===== src/sv/tle_pkg.sv =====
// Shared types, codes and constants of the terminal line editor.
package tle_pkg;

   localparam int LINE_DEPTH = 256;
   localparam logic [8:0] ROOM_MAX = (LINE_DEPTH < 256) ? 9'(LINE_DEPTH) : 9'd256;

   localparam int OPQ_DEPTH = 4;
   localparam int OPQ_AW    = 2;

   // Configuration register indexes.
   localparam logic CSR_ECHO_ENABLE   = 1'b0;
   localparam logic CSR_LINE_CAPACITY = 1'b1;

   // Input actions.
   localparam logic ACTION_RX   = 1'b0;
   localparam logic ACTION_READ = 1'b1;

   // Result kinds.
   localparam logic [1:0] KIND_ECHO = 2'd0;
   localparam logic [1:0] KIND_LINE = 2'd1;
   localparam logic [1:0] KIND_READ = 2'd2;

   // Operation codes passed from the front to the back.
   localparam logic [2:0] OP_READ     = 3'd0;
   localparam logic [2:0] OP_LINE_END = 3'd1;
   localparam logic [2:0] OP_ERASE    = 3'd2;
   localparam logic [2:0] OP_CTRL_C   = 3'd3;
   localparam logic [2:0] OP_PRINT    = 3'd4;

   // Character codes.
   localparam logic [7:0] CH_CTRL_C = 8'h03;
   localparam logic [7:0] CH_BS     = 8'h08;
   localparam logic [7:0] CH_LF     = 8'h0A;
   localparam logic [7:0] CH_CR     = 8'h0D;
   localparam logic [7:0] CH_SPACE  = 8'h20;
   localparam logic [7:0] CH_CARET  = 8'h5E;
   localparam logic [7:0] CH_UPPER_C = 8'h43;
   localparam logic [7:0] CH_DEL    = 8'h7F;
   localparam logic [7:0] CH_IAC    = 8'hFF;

   localparam logic [1:0] IAC_SKIP  = 2'd2;

   typedef struct packed {
      logic [2:0] code;
      logic       echo;
      logic [7:0] byte_val;
      logic [7:0] index;
   } op_type;

   typedef struct packed {
      logic [1:0] kind;
      logic [7:0] data;
      logic [7:0] len;
      logic       last;
   } rsp_type;

endpackage


===== src/sv/terminal_line_editor.sv =====
// Top level of the terminal line editor: ports, configuration registers and part wiring.
//
// Channel   Direction  Transfer condition        Payload
// req       in         req_push & !req_full      req_action, req_rx_byte, req_read_index
// rsp       out        rsp_pop & !rsp_empty      rsp_result_kind, rsp_data_byte,
//                                                rsp_line_length, rsp_last
// csr       in         csr_valid & csr_ready     csr_index, csr_wdata
//
// An item is taken whenever the four-entry operation queue has room.
// The result sequencer emits one result per cycle while the output buffer has room, so an
// item with n results (one to four) holds it until all are out; store read data is registered.
// Reset clears the line state, queues and registers; the line store is not cleared.
// A stalled rsp side fills the two-entry output buffer, then the operation queue.
module terminal_line_editor (
   input  logic        clock,
   input  logic        reset,
   input  logic        req_push,
   output logic        req_full,
   input  logic        req_action,
   input  logic [7:0]  req_rx_byte,
   input  logic [7:0]  req_read_index,
   output logic        rsp_empty,
   input  logic        rsp_pop,
   output logic [1:0]  rsp_result_kind,
   output logic [7:0]  rsp_data_byte,
   output logic [7:0]  rsp_line_length,
   output logic        rsp_last,
   input  logic        csr_valid,
   output logic        csr_ready,
   input  logic        csr_index,
   input  logic [8:0]  csr_wdata
);
   import tle_pkg::*;

   logic       echo_enable_ff;
   logic [8:0] line_capacity_ff;
   logic       req_accept;
   logic       op_valid;
   op_type     front_op;
   op_type     head_op;
   logic       opq_empty;
   logic       opq_pop;
   rsp_type    rsp;

   assign csr_ready  = 1'b1;
   assign req_accept = req_push && !req_full;

   always_ff @(posedge clock) begin
      if (reset) begin
         echo_enable_ff   <= 1'b1;
         line_capacity_ff <= 9'd256;
      end else if (csr_valid && csr_ready) begin
         case (csr_index)
            CSR_ECHO_ENABLE:   echo_enable_ff   <= csr_wdata[0];
            CSR_LINE_CAPACITY: line_capacity_ff <= csr_wdata;
            default:           echo_enable_ff   <= echo_enable_ff;
         endcase
      end
   end

   tle_front u_front (
      .clock         (clock),
      .reset         (reset),
      .accept        (req_accept),
      .action        (req_action),
      .rx_byte       (req_rx_byte),
      .read_index    (req_read_index),
      .echo_enable   (echo_enable_ff),
      .line_capacity (line_capacity_ff),
      .op_valid      (op_valid),
      .op            (front_op)
   );

   tle_opq u_opq (
      .clock   (clock),
      .reset   (reset),
      .push    (op_valid),
      .push_op (front_op),
      .full    (req_full),
      .pop     (opq_pop),
      .head_op (head_op),
      .empty   (opq_empty)
   );

   tle_back u_back (
      .clock     (clock),
      .reset     (reset),
      .head_op   (head_op),
      .opq_empty (opq_empty),
      .opq_pop   (opq_pop),
      .rsp       (rsp),
      .rsp_empty (rsp_empty),
      .rsp_pop   (rsp_pop)
   );

   assign rsp_result_kind = rsp.kind;
   assign rsp_data_byte   = rsp.data;
   assign rsp_line_length = rsp.len;
   assign rsp_last        = rsp.last;

endmodule


===== src/sv/tle_front.sv =====
// Front part: line state tracking and classification of accepted items into operations.
module tle_front (
   input  logic                clock,
   input  logic                reset,
   input  logic                accept,
   input  logic                action,
   input  logic [7:0]          rx_byte,
   input  logic [7:0]          read_index,
   input  logic                echo_enable,
   input  logic [8:0]          line_capacity,
   output logic                op_valid,
   output tle_pkg::op_type     op
);
   import tle_pkg::*;

   logic [7:0] count_ff, count_in;
   logic       drop_lf_ff, drop_lf_in;
   logic [1:0] skip_ff, skip_in;
   logic [8:0] room;
   logic       has_room;

   assign room     = (line_capacity > ROOM_MAX) ? ROOM_MAX : line_capacity;
   assign has_room = ({1'b0, count_ff} + 9'd1) < room;

   always_comb begin
      count_in     = count_ff;
      drop_lf_in   = drop_lf_ff;
      skip_in      = skip_ff;
      op_valid     = 1'b0;
      op.code      = OP_READ;
      op.echo      = echo_enable;
      op.byte_val  = rx_byte;
      op.index     = count_ff;
      if (accept) begin
         if (action == ACTION_READ) begin
            op_valid = 1'b1;
            op.index = read_index;
         end else if (skip_ff != 2'd0) begin
            skip_in = skip_ff - 2'd1;
         end else if (drop_lf_ff && rx_byte == CH_LF) begin
            drop_lf_in = 1'b0;
         end else begin
            drop_lf_in = 1'b0;
            case (rx_byte)
               CH_IAC: begin
                  skip_in = IAC_SKIP;
               end
               CH_CR, CH_LF: begin
                  drop_lf_in = (rx_byte == CH_CR);
                  op_valid   = 1'b1;
                  op.code    = OP_LINE_END;
                  count_in   = 8'd0;
               end
               CH_DEL, CH_BS: begin
                  if (count_ff != 8'd0) begin
                     count_in = count_ff - 8'd1;
                     op_valid = echo_enable;
                     op.code  = OP_ERASE;
                  end
               end
               CH_CTRL_C: begin
                  op_valid = 1'b1;
                  op.code  = OP_CTRL_C;
                  count_in = 8'd0;
               end
               default: begin
                  if (rx_byte >= CH_SPACE && has_room) begin
                     // The store is written in the back part, even with echo off.
                     op_valid = 1'b1;
                     op.code  = OP_PRINT;
                     count_in = count_ff + 8'd1;
                  end
               end
            endcase
         end
      end
   end

   always_ff @(posedge clock) begin
      if (reset) begin
         count_ff   <= 8'd0;
         drop_lf_ff <= 1'b0;
         skip_ff    <= 2'd0;
      end else begin
         count_ff   <= count_in;
         drop_lf_ff <= drop_lf_in;
         skip_ff    <= skip_in;
      end
   end

endmodule


===== src/sv/tle_opq.sv =====
// Short operation queue between the front and back parts.
module tle_opq (
   input  logic              clock,
   input  logic              reset,
   input  logic              push,
   input  tle_pkg::op_type   push_op,
   output logic              full,
   input  logic              pop,
   output tle_pkg::op_type   head_op,
   output logic              empty
);
   import tle_pkg::*;

   op_type                mem_ff [OPQ_DEPTH];
   logic [OPQ_AW-1:0]     wr_ptr_ff, wr_ptr_in;
   logic [OPQ_AW-1:0]     rd_ptr_ff, rd_ptr_in;
   logic [OPQ_AW:0]       cnt_ff, cnt_in;
   logic                  do_push, do_pop;

   assign full    = (cnt_ff == (OPQ_AW + 1)'(OPQ_DEPTH));
   assign empty   = (cnt_ff == '0);
   assign do_push = push && !full;
   assign do_pop  = pop && !empty;
   assign head_op = mem_ff[rd_ptr_ff];

   always_comb begin
      wr_ptr_in = do_push ? wr_ptr_ff + 1'b1 : wr_ptr_ff;
      rd_ptr_in = do_pop ? rd_ptr_ff + 1'b1 : rd_ptr_ff;
      cnt_in    = cnt_ff;
      if (do_push && !do_pop) begin
         cnt_in = cnt_ff + 1'b1;
      end else if (do_pop && !do_push) begin
         cnt_in = cnt_ff - 1'b1;
      end
   end

   always_ff @(posedge clock) begin
      if (do_push) begin
         mem_ff[wr_ptr_ff] <= push_op;
      end
   end

   always_ff @(posedge clock) begin
      if (reset) begin
         wr_ptr_ff <= '0;
         rd_ptr_ff <= '0;
         cnt_ff    <= '0;
      end else begin
         wr_ptr_ff <= wr_ptr_in;
         rd_ptr_ff <= rd_ptr_in;
         cnt_ff    <= cnt_in;
      end
   end

endmodule


===== src/sv/tle_back.sv =====
// Back part: line store, result sequencer and output buffer.
module tle_back (
   input  logic              clock,
   input  logic              reset,
   input  tle_pkg::op_type   head_op,
   input  logic              opq_empty,
   output logic              opq_pop,
   output tle_pkg::rsp_type  rsp,
   output logic              rsp_empty,
   input  logic              rsp_pop
);
   import tle_pkg::*;

   logic [7:0] store_mem [LINE_DEPTH];
   logic [7:0] rdata_ff;

   logic       exec_valid_ff, exec_valid_in;
   op_type     exec_op_ff;
   logic [1:0] step_ff, step_in;
   logic [1:0] end_ff;
   logic [1:0] start_step, end_step;
   logic       produces;

   rsp_type    res;
   logic       res_last;
   logic       out_ready;
   logic       out_push, out_pop;

   rsp_type    out_mem_ff [2];
   logic       out_wr_ff, out_rd_ff;
   logic [1:0] out_cnt_ff, out_cnt_in;

   // Sequence bounds of the operation at the queue head.
   always_comb begin
      start_step = 2'd0;
      end_step   = 2'd0;
      produces   = 1'b1;
      case (head_op.code)
         OP_LINE_END: begin
            start_step = head_op.echo ? 2'd0 : 2'd2;
            end_step   = 2'd2;
         end
         OP_ERASE:  end_step = 2'd2;
         OP_CTRL_C: end_step = 2'd3;
         OP_PRINT:  produces = head_op.echo;
         default:   end_step = 2'd0;
      endcase
   end

   // Result for the current step of the operation in execution.
   always_comb begin
      res.kind = KIND_ECHO;
      res.data = 8'd0;
      res.len  = 8'd0;
      case (exec_op_ff.code)
         OP_LINE_END: begin
            case (step_ff)
               2'd0:    res.data = CH_CR;
               2'd1:    res.data = CH_LF;
               default: begin
                  res.kind = KIND_LINE;
                  res.len  = exec_op_ff.index;
               end
            endcase
         end
         OP_ERASE: begin
            res.data = (step_ff == 2'd1) ? CH_SPACE : CH_BS;
         end
         OP_CTRL_C: begin
            case (step_ff)
               2'd0:    res.data = CH_CARET;
               2'd1:    res.data = CH_UPPER_C;
               2'd2:    res.data = CH_CR;
               default: res.data = CH_LF;
            endcase
         end
         OP_PRINT: begin
            res.data = exec_op_ff.byte_val;
         end
         default: begin
            res.kind = KIND_READ;
            res.data = rdata_ff;
         end
      endcase
      res_last = (step_ff == end_ff);
      res.last = res_last;
   end

   assign out_ready = (out_cnt_ff != 2'd2) || rsp_pop;
   assign out_push  = exec_valid_ff && out_ready;
   assign out_pop   = rsp_pop && !rsp_empty;
   assign opq_pop   = !opq_empty && (!exec_valid_ff || (out_push && res_last));

   always_comb begin
      exec_valid_in = exec_valid_ff;
      step_in       = step_ff;
      if (out_push) begin
         if (res_last) begin
            exec_valid_in = 1'b0;
         end else begin
            step_in = step_ff + 2'd1;
         end
      end
      if (opq_pop && produces) begin
         exec_valid_in = 1'b1;
         step_in       = start_step;
      end
   end

   // Store writes and reads happen as an operation leaves the queue, so they keep item order.
   always_ff @(posedge clock) begin
      if (opq_pop) begin
         if (head_op.code == OP_PRINT) begin
            store_mem[head_op.index] <= head_op.byte_val;
         end
         if (head_op.code == OP_READ) begin
            rdata_ff <= store_mem[head_op.index];
         end
      end
   end

   always_ff @(posedge clock) begin
      if (opq_pop && produces) begin
         exec_op_ff <= head_op;
         end_ff     <= end_step;
      end
      if (out_push) begin
         out_mem_ff[out_wr_ff] <= res;
      end
   end

   always_comb begin
      out_cnt_in = out_cnt_ff;
      if (out_push && !out_pop) begin
         out_cnt_in = out_cnt_ff + 2'd1;
      end else if (out_pop && !out_push) begin
         out_cnt_in = out_cnt_ff - 2'd1;
      end
   end

   assign rsp       = out_mem_ff[out_rd_ff];
   assign rsp_empty = (out_cnt_ff == 2'd0);

   always_ff @(posedge clock) begin
      if (reset) begin
         exec_valid_ff <= 1'b0;
         step_ff       <= 2'd0;
         out_wr_ff     <= 1'b0;
         out_rd_ff     <= 1'b0;
         out_cnt_ff    <= 2'd0;
      end else begin
         exec_valid_ff <= exec_valid_in;
         step_ff       <= step_in;
         out_wr_ff     <= out_push ? ~out_wr_ff : out_wr_ff;
         out_rd_ff     <= out_pop ? ~out_rd_ff : out_rd_ff;
         out_cnt_ff    <= out_cnt_in;
      end
   end

endmodule

===== config.mk =====
export PLATFORM = sky130hd
export DESIGN_NAME = terminal_line_editor
export DESIGN_NICKNAME = d
export VERILOG_FILES = /design/src/sv/tle_pkg.sv /design/src/sv/terminal_line_editor.sv /design/src/sv/tle_front.sv /design/src/sv/tle_opq.sv /design/src/sv/tle_back.sv
export SDC_FILE = /design/constraint.sdc
export NUM_CORES = 2
export LEC_CHECK = 0
export BUFFER_PORTS_ARGS = -buffer_cell sky130_fd_sc_hd__buf_2
export CORE_UTILIZATION = 50
export DETAILED_ROUTE_END_ITERATION = 7
export GPL_ROUTABILITY_DRIVEN = 0
export PLACE_DENSITY_LB_ADDON = 0.1
export SETUP_SLACK_MARGIN = 0.4
export SYNTH_ARGS = -nofsm -noshare
export SYNTH_HDL_FRONTEND = slang
export SYNTH_HIERARCHICAL = 1
export SYNTH_SLANG_ARGS = --single-unit

===== constraint.sdc =====
create_clock -name clock -period 4 [get_ports clock]
set_input_delay 0.8 -clock clock [delete_from_list [all_inputs] [get_ports clock]]
set_output_delay 0.8 -clock clock [all_outputs]
set_load 0.005 [all_outputs]

Word-level counts from Yosys, hierarchy flattened
Memory sizes are Yosys's and may differ from the RTL's. A register that Yosys moved wholly into a read port is not among the register bits.
Cells that the tools add are included.
- bits in registers: 56
- latch bits: 0
- memory bits (writable): 2166
- memory bits (read-only): 0
- input port bits: 32
- output and inout bits: 22
- memories kept: 3
- memories (memory ; words ; width ; rd ports ; clocked after memory_dff ; write ports ; line ; source):
    u_back.store_mem ; 256 ; 8 ; 1 ; 1 ; 1 ; tle_back.sv:14 ; logic [7:0] store_mem [LINE_DEPTH];
    u_opq.mem_ff ; 4 ; 20 ; 1 ; 1 ; 1 ; tle_opq.sv:14 ; op_type mem_ff [OPQ_DEPTH];
    u_back.out_mem_ff ; 2 ; 19 ; 1 ; 1 ; 1 ; tle_back.sv:29 ; rsp_type out_mem_ff [2];
- add/subtract/negate cells: 11
- $mul: 0
- divide/modulo/power cells: 0
- magnitude comparators: 3
- equal/unequal tests: 22
- shift-type cells: 0
- mux-type cells: 58
- bitwise gates (word level): 7
- reduce and logical (&&, ||, !) cells: 50
- operators by type and width (kind ; count):
    8-bit two-way mux ; 6
    8-bit one-hot mux with 4 select lines ; 1
    2-bit two-way mux ; 13
    8-bit by 4-bit equality test with 1-bit output (second input constant) ; 3
    8-bit one-hot mux with 3 select lines ; 1
    1-bit two-way mux ; 22
    3-bit two-way mux ; 7
    7-bit one-hot mux with 3 select lines ; 1
    1-bit logical AND ; 14
    3-bit by 2-bit equality test with 1-bit output (second input constant) ; 4
    3-bit one-hot mux with 4 select lines ; 1
    2-bit nonzero test ; 6
    2-bit AND reduction ; 5
    8-bit by 1-bit adder with 9-bit output (second input constant) ; 1
    3-bit equality test (second input constant) ; 3
    9-bit > comparator (second input constant) ; 1
    9-bit less-than comparator ; 1
    9-bit two-way mux ; 1
    2-bit by 1-bit adder with 2-bit output (second input constant) ; 4
    8-bit by 1-bit adder with 8-bit output (second input constant) ; 1
    8-bit by 2-bit equality test with 1-bit output (second input constant) ; 1
    8-bit by 7-bit equality test with 1-bit output (second input constant) ; 1
    8-bit equality test (second input constant) ; 1
    8-bit by 6-bit >= comparator with 1-bit output (second input constant) ; 1
    other kinds (26) ; 51

Logic depth before layout (Yosys ltp)
- word-level depth: 15
- depth in mapped cells: 18

Hierarchy
The synthesis kept the hierarchy.
- by module, submodules not included (module ; times used ; cells an instance ; area each (um^2)):
    tle_back ; 1 ; 3719 ; 81217.9
    tle_opq ; 1 ; 152 ; 3355.7
    tle_front ; 1 ; 189 ; 1487.7
    terminal_line_editor ; 1 ; 49 ; 474.2

Worst setup path after synthesis
OpenSTA, ideal clock, no wires.
- path kind: register to register
- start: register u_front.count_ff[0]
- end: register u_opq.cnt_ff[2]
- arrival: 3626 ps
- required time: 3930 ps
- slack: 304 ps
- cell stages (with the launch flop): 18
- path buffers: 0
- period minus slack after synthesis: 3696 ps
- cell sequence: dfxtp_1 ha_1 nand3_1 xnor2_1 ha_1 and3_1 a2111o_1 nor3_1 a311oi_1 o21ai_0 inv_1 nor2_2 ha_1 inv_1 fa_1 xor2_1 or3_1 a21oi_1
- cells in the longest elaborated chain, start to end: 13
- elaborated cells between the ends (all ways): 17
- those cells by class: add/sub: 1; order compare: 1; mux: 8; reduce/logical: 7
- RTL lines (item ; line ; source):
    start, declared ; tle_front.sv:16 ; logic [7:0] count_ff, count_in;
    start signal, assigned ; tle_front.sv:85 ; count_ff <= count_in;
    8-bit by 1-bit adder with 9-bit output ; tle_front.sv:23 ; assign has_room = ({1'b0, count_ff} + 9'd1) < room;
    9-bit less-than comparator ; tle_front.sv:23 ;
    1-bit logical AND ; tle_front.sv:67 ; if (rx_byte >= CH_SPACE && has_room) begin
    1-bit two-way mux ; tle_front.sv:67 ;
    1-bit one-hot mux with 3 select lines (*) ; tle_front.sv:44 ; case (rx_byte)
    1-bit two-way mux (*) ; tle_front.sv:40 ; end else if (drop_lf_ff && rx_byte == CH_LF) begin
    1-bit two-way mux (*) ; tle_front.sv:38 ; end else if (skip_ff != 2'd0) begin
    1-bit two-way mux (*) ; tle_front.sv:35 ; if (action == ACTION_READ) begin
    1-bit two-way mux (*) ; tle_front.sv:34 ; if (accept) begin
    net op_valid ; terminal_line_editor.sv:38 ; logic op_valid;
    1-bit logical AND (*) ; tle_opq.sv:22 ; assign do_push = push && !full;
    net u_opq.do_push ; tle_opq.sv:18 ; logic do_push, do_pop;
    1-bit zero test ; tle_opq.sv:32 ; end else if (do_pop && !do_push) begin
    1-bit logical AND ; tle_opq.sv:32 ;
    2-bit nonzero test (no source line) ; n/a ;
    end signal, assigned ; tle_opq.sv:51 ; cnt_ff <= cnt_in;
    end, declared ; tle_opq.sv:17 ; logic [OPQ_AW:0] cnt_ff, cnt_in;
The timed path passes the listed nets; every way through them passes the cells marked *.
A chain may end at the register's enable or synchronous reset.

Final worst setup path
- start: register u_front.count_ff[2]
- end: register u_opq.cnt_ff[2]
Same word-level chain as after synthesis.

==> results by group <==
STA
  • Period utilisation layout: 0.923
  • Max Clk Rate: 0.271 GHz
  • Max Clock Skew: 0.0380 ns
  • Setup TNS: 0 ns
  • Final-report hold violation count: 0
  • Slew margin rel.: 0.254
  • Max-slew violations: 0
  • Worst-Margin Slew: 1.11 ns
  • Final setup viols: 0
  • RSZ-0062 raised after global routing: yes
  • Tmin final: 3.69 ns

Global route
  • Global-route usage over all layers: 0.245
  • Grt total ovfl: 0
  • Largest net degree at the start of global routing: 136
  • Initial antenna violation count: 6
  • First-pass GRT wire length: 306000 um
  • Vias in the first global route: 43400

Yosys
  • Post-synthesis instance total: 4109
  • #FFs+latches synth: 2233
  • Async SR Flop Fraction: 0
  • Largest cells by area after synthesis: edfxtp_1, mux4_2, a22oi_1
  • Top cells by count, synth: edfxtp_1, mux4_2, nor2_1
  • Yosys synthesis warning count: 6
  • Post-synth top area cell: edfxtp_1
  • Dominant synthesized flop cell: edfxtp_1
  • Post-synth EDFFs: 2195
  • Syn nets: 4173
  • Sequential share of the synthesized area: 0.770
  • Synth cell types: 72
  • Area fraction of the dominant cell type after synthesis: 0.762
  • Most frequent cell after synthesis: edfxtp_1
  • Mapped Avg Cell Area: 21.1 um2
  • Syn Std Cell Area: 86500 um2

Finish
  • Layout cell share with drive strength beyond 1: 0.323
  • Layout Area Growth over Synthesis: 16.3%
  • Final Net Count: 4680
  • Post-Route Utilization: 0.586

CTS
  • Skew-Pair Late Insertion Delay: 0.87 ns
  • Num CTS Buffers: 221
  • TritonCTS clock tree: done
  • Worst-path clk slew: 0.06 ns
  • Clock Path Buffers: 3
  • Total clock sinks: 2233
  • CTS Hold Bufs: 0
  • H-tree depth: 4
  • Clock root cell: clkbuf_16

Pwr
  • Switching share of total power: 0.322
  • Internal power: 49300 uW
  • Clock share of power: 0.281
  • NetSw: 23400 uW
  • Max rail drop VDD: 0.638 mV
  • Logic pwr share: 0.309
  • PwrDens: 722 nW/um2
  • P_leak: 0.0319 uW
  • Flop pwr share: 0.410

Floorplan
  • Initial Util: 0.504
  • Chip width: 418 um
  • Die area: 175000 um2
  • Core area: 172000 um2
  • Die H: 418 um
  • Row count: 152
  • Boundary Pins: 54

Detailed routing
  • Post-DRT Antenna Nets: 0
  • DRC violations left: 0
  • DR vias: 42800
  • First DRT Iteration DRCs: 4561
  • Via density: 6.02
  • Wire length per cell: 29.8 um
  • TritonRoute pass-1 iters: 5
  • Detailed Route WL: 212000 um

Place
  • Post-DP HPWL: 128000 um
  • # port buffers: 52

Critical path
  • CP top delay family: simple AND/OR/NAND/NOR gates
  • Setup crit end kind: flip-flop
  • Setup CP Type: reg2reg
  • Most used cell, CP: and3_4
  • Slowest stage delay, CP: 0.40 ns
  • Critical Path AT: 4.45 ns
  • Worst Path Required: 4.76 ns
  • WP buf/inv: 2
  • Crit path max fanout: 5
  • Crit-path slowest cell: a2111o_1
  • Critical path cell sequence: and3_4, nand3_2, xnor2_1, ha_1, and3_4, a2111o_1, nor3_2, a311oi_1, o21ai_1, inv_2, nor2_4, ha_2, inv_1, fa_2, xor2_1, or3_1, a21oi_2
  • CP Launch Type: flip-flop

Run
  • Max_cap viols: 0

Hold path
  • Min-delay worst type: in2reg

Run status
  • Run status: finished clean
-- per-layer routing --
layer	wire length (um)	part of all wire	vias up	GRT usage
met1	89400	0.42	22700	0.351
met4	5850	0.028	8	0.0769
met3	16100	0.076	317	0.0536
met5	48	0.00023	-	0
li1	-	-	18300	-
met2	101000	0.47	1549	0.380
-- worst reg2reg max path: cells and delay by family, from the launching register on --
kind,cells,cell delay [ns]
adders and majority gates,3,0.86
AOI/OAI and AO/OA,4,0.80
buffers and inverters,2,0.12
DFF,1,0.37
xor gates and xnor gates,2,0.30
and+or+nand+nor,6,1.16
-- power groups by stage --
stage | clock network, uW | logic, uW | registers [uW]
2_1_floorplan | 0 | 13000 | 30400
3_3_place_gp | 0 | 22000 | 30300
3_5_place_dp | 0 | 22200 | 30300
4_1_cts | 20800 | 22500 | 29800
5_1_grt | 21700 | 23800 | 29900
6_report | 20400 | 22500 | 29800
-- timing repair --
action / in CTS / in global routing
gates cloned: 1 / 0
resized for setup: 37 / 67
buffers inserted: 8 / 4
pin swaps: 8 / 14
setup endpoints to repair: 631 / 566
-- cell usage in the layout (no fill, tap or decap), types with 30 or more instances in the layout --
master,netlist,routed
dfxtp_1,38,33
a21oi_1,157,142
clkbuf_16,0,222
buf_4,13,437
clkinv_2,0,35
nor2_1,296,285
clkinv_1,1,48
buf_2,57,52
edfxtp_1,2195,2195
a22oi_2,0,32
clkbuf_1,164,60
nand3_1,39,30
a22oi_1,256,224
mux4_2,532,522
buf_12,0,42
-- logic make-up after synthesis --
family                     after synthesis  synth area share
AOI/OAI and AO/OA                      507            0.0402
xor gates and xnor gates                23           0.00233
adders and majority gates               32           0.00480
buffers and inverters                  271            0.0138
DFF                                   2233             0.770
muxes                                  573             0.144
other                                    1         0.0000433
and+or+nand+nor                        469            0.0247
-- state kept, by name, summed over array words and instances (netlist names), 3 cells and up, named ones only --
register / count
u_opq/mem_ff: 80
u_back/out_mem_ff: 38
u_opq/cnt_ff: 3
line_capacity_ff: 9
u_front/count_ff: 8
u_back/exec_op_ff: 19
u_back/rdata_ff: 8
u_back/store_mem: 2048
-- cell type report --
class,instances,area [um2]
Clock buffer,283,5790
Antenna cell,3,7.51
Multi-Input combinational cell,1605,19400
Fill cell,12500,71100
Inverter,16,63.8
Timing Repair Buffer,539,4510
Clock inverter,128,1340
Tap cell,2310,2890
Sequential cell,2233,66700
-- stage by stage --
| stage | setup WS [ns] | power (uW) | cell area [um2] | hold WS (ns) | std cells |
|---|---|---|---|---|---|
| floorplan | 0.407 | 43500 | 86600 | 0.460 | 4109 |
| global placement | -0.248 | 52300 | 92900 | 0.477 | 6690 |
| detailed placement | -0.193 | 52500 | 92900 | 0.480 | 6690 |
| CTS | 0.374 | 73100 | 100000 | 0.143 | 7110 |
| global route | 0.194 | 75300 | 101000 | 0.171 | 7114 |
| finish | 0.308 | 72700 | 101000 | 0.208 | 7117 |
-- final timing paths --
path,start,endpoint,slack (ns),cells after the start
setup / recovery,u_front/count_ff[2],u_opq/cnt_ff[2],0.31,17
hold / removal,csr_wdata[6],line_capacity_ff[6],0.21,3
setup reg to reg,u_front/count_ff[2],u_opq/cnt_ff[2],0.31,17
hold reg to reg,u_front/skip_ff[0],u_front/skip_ff[0],0.49,2
Note: power is estimated with default switching activity, not from simulation.
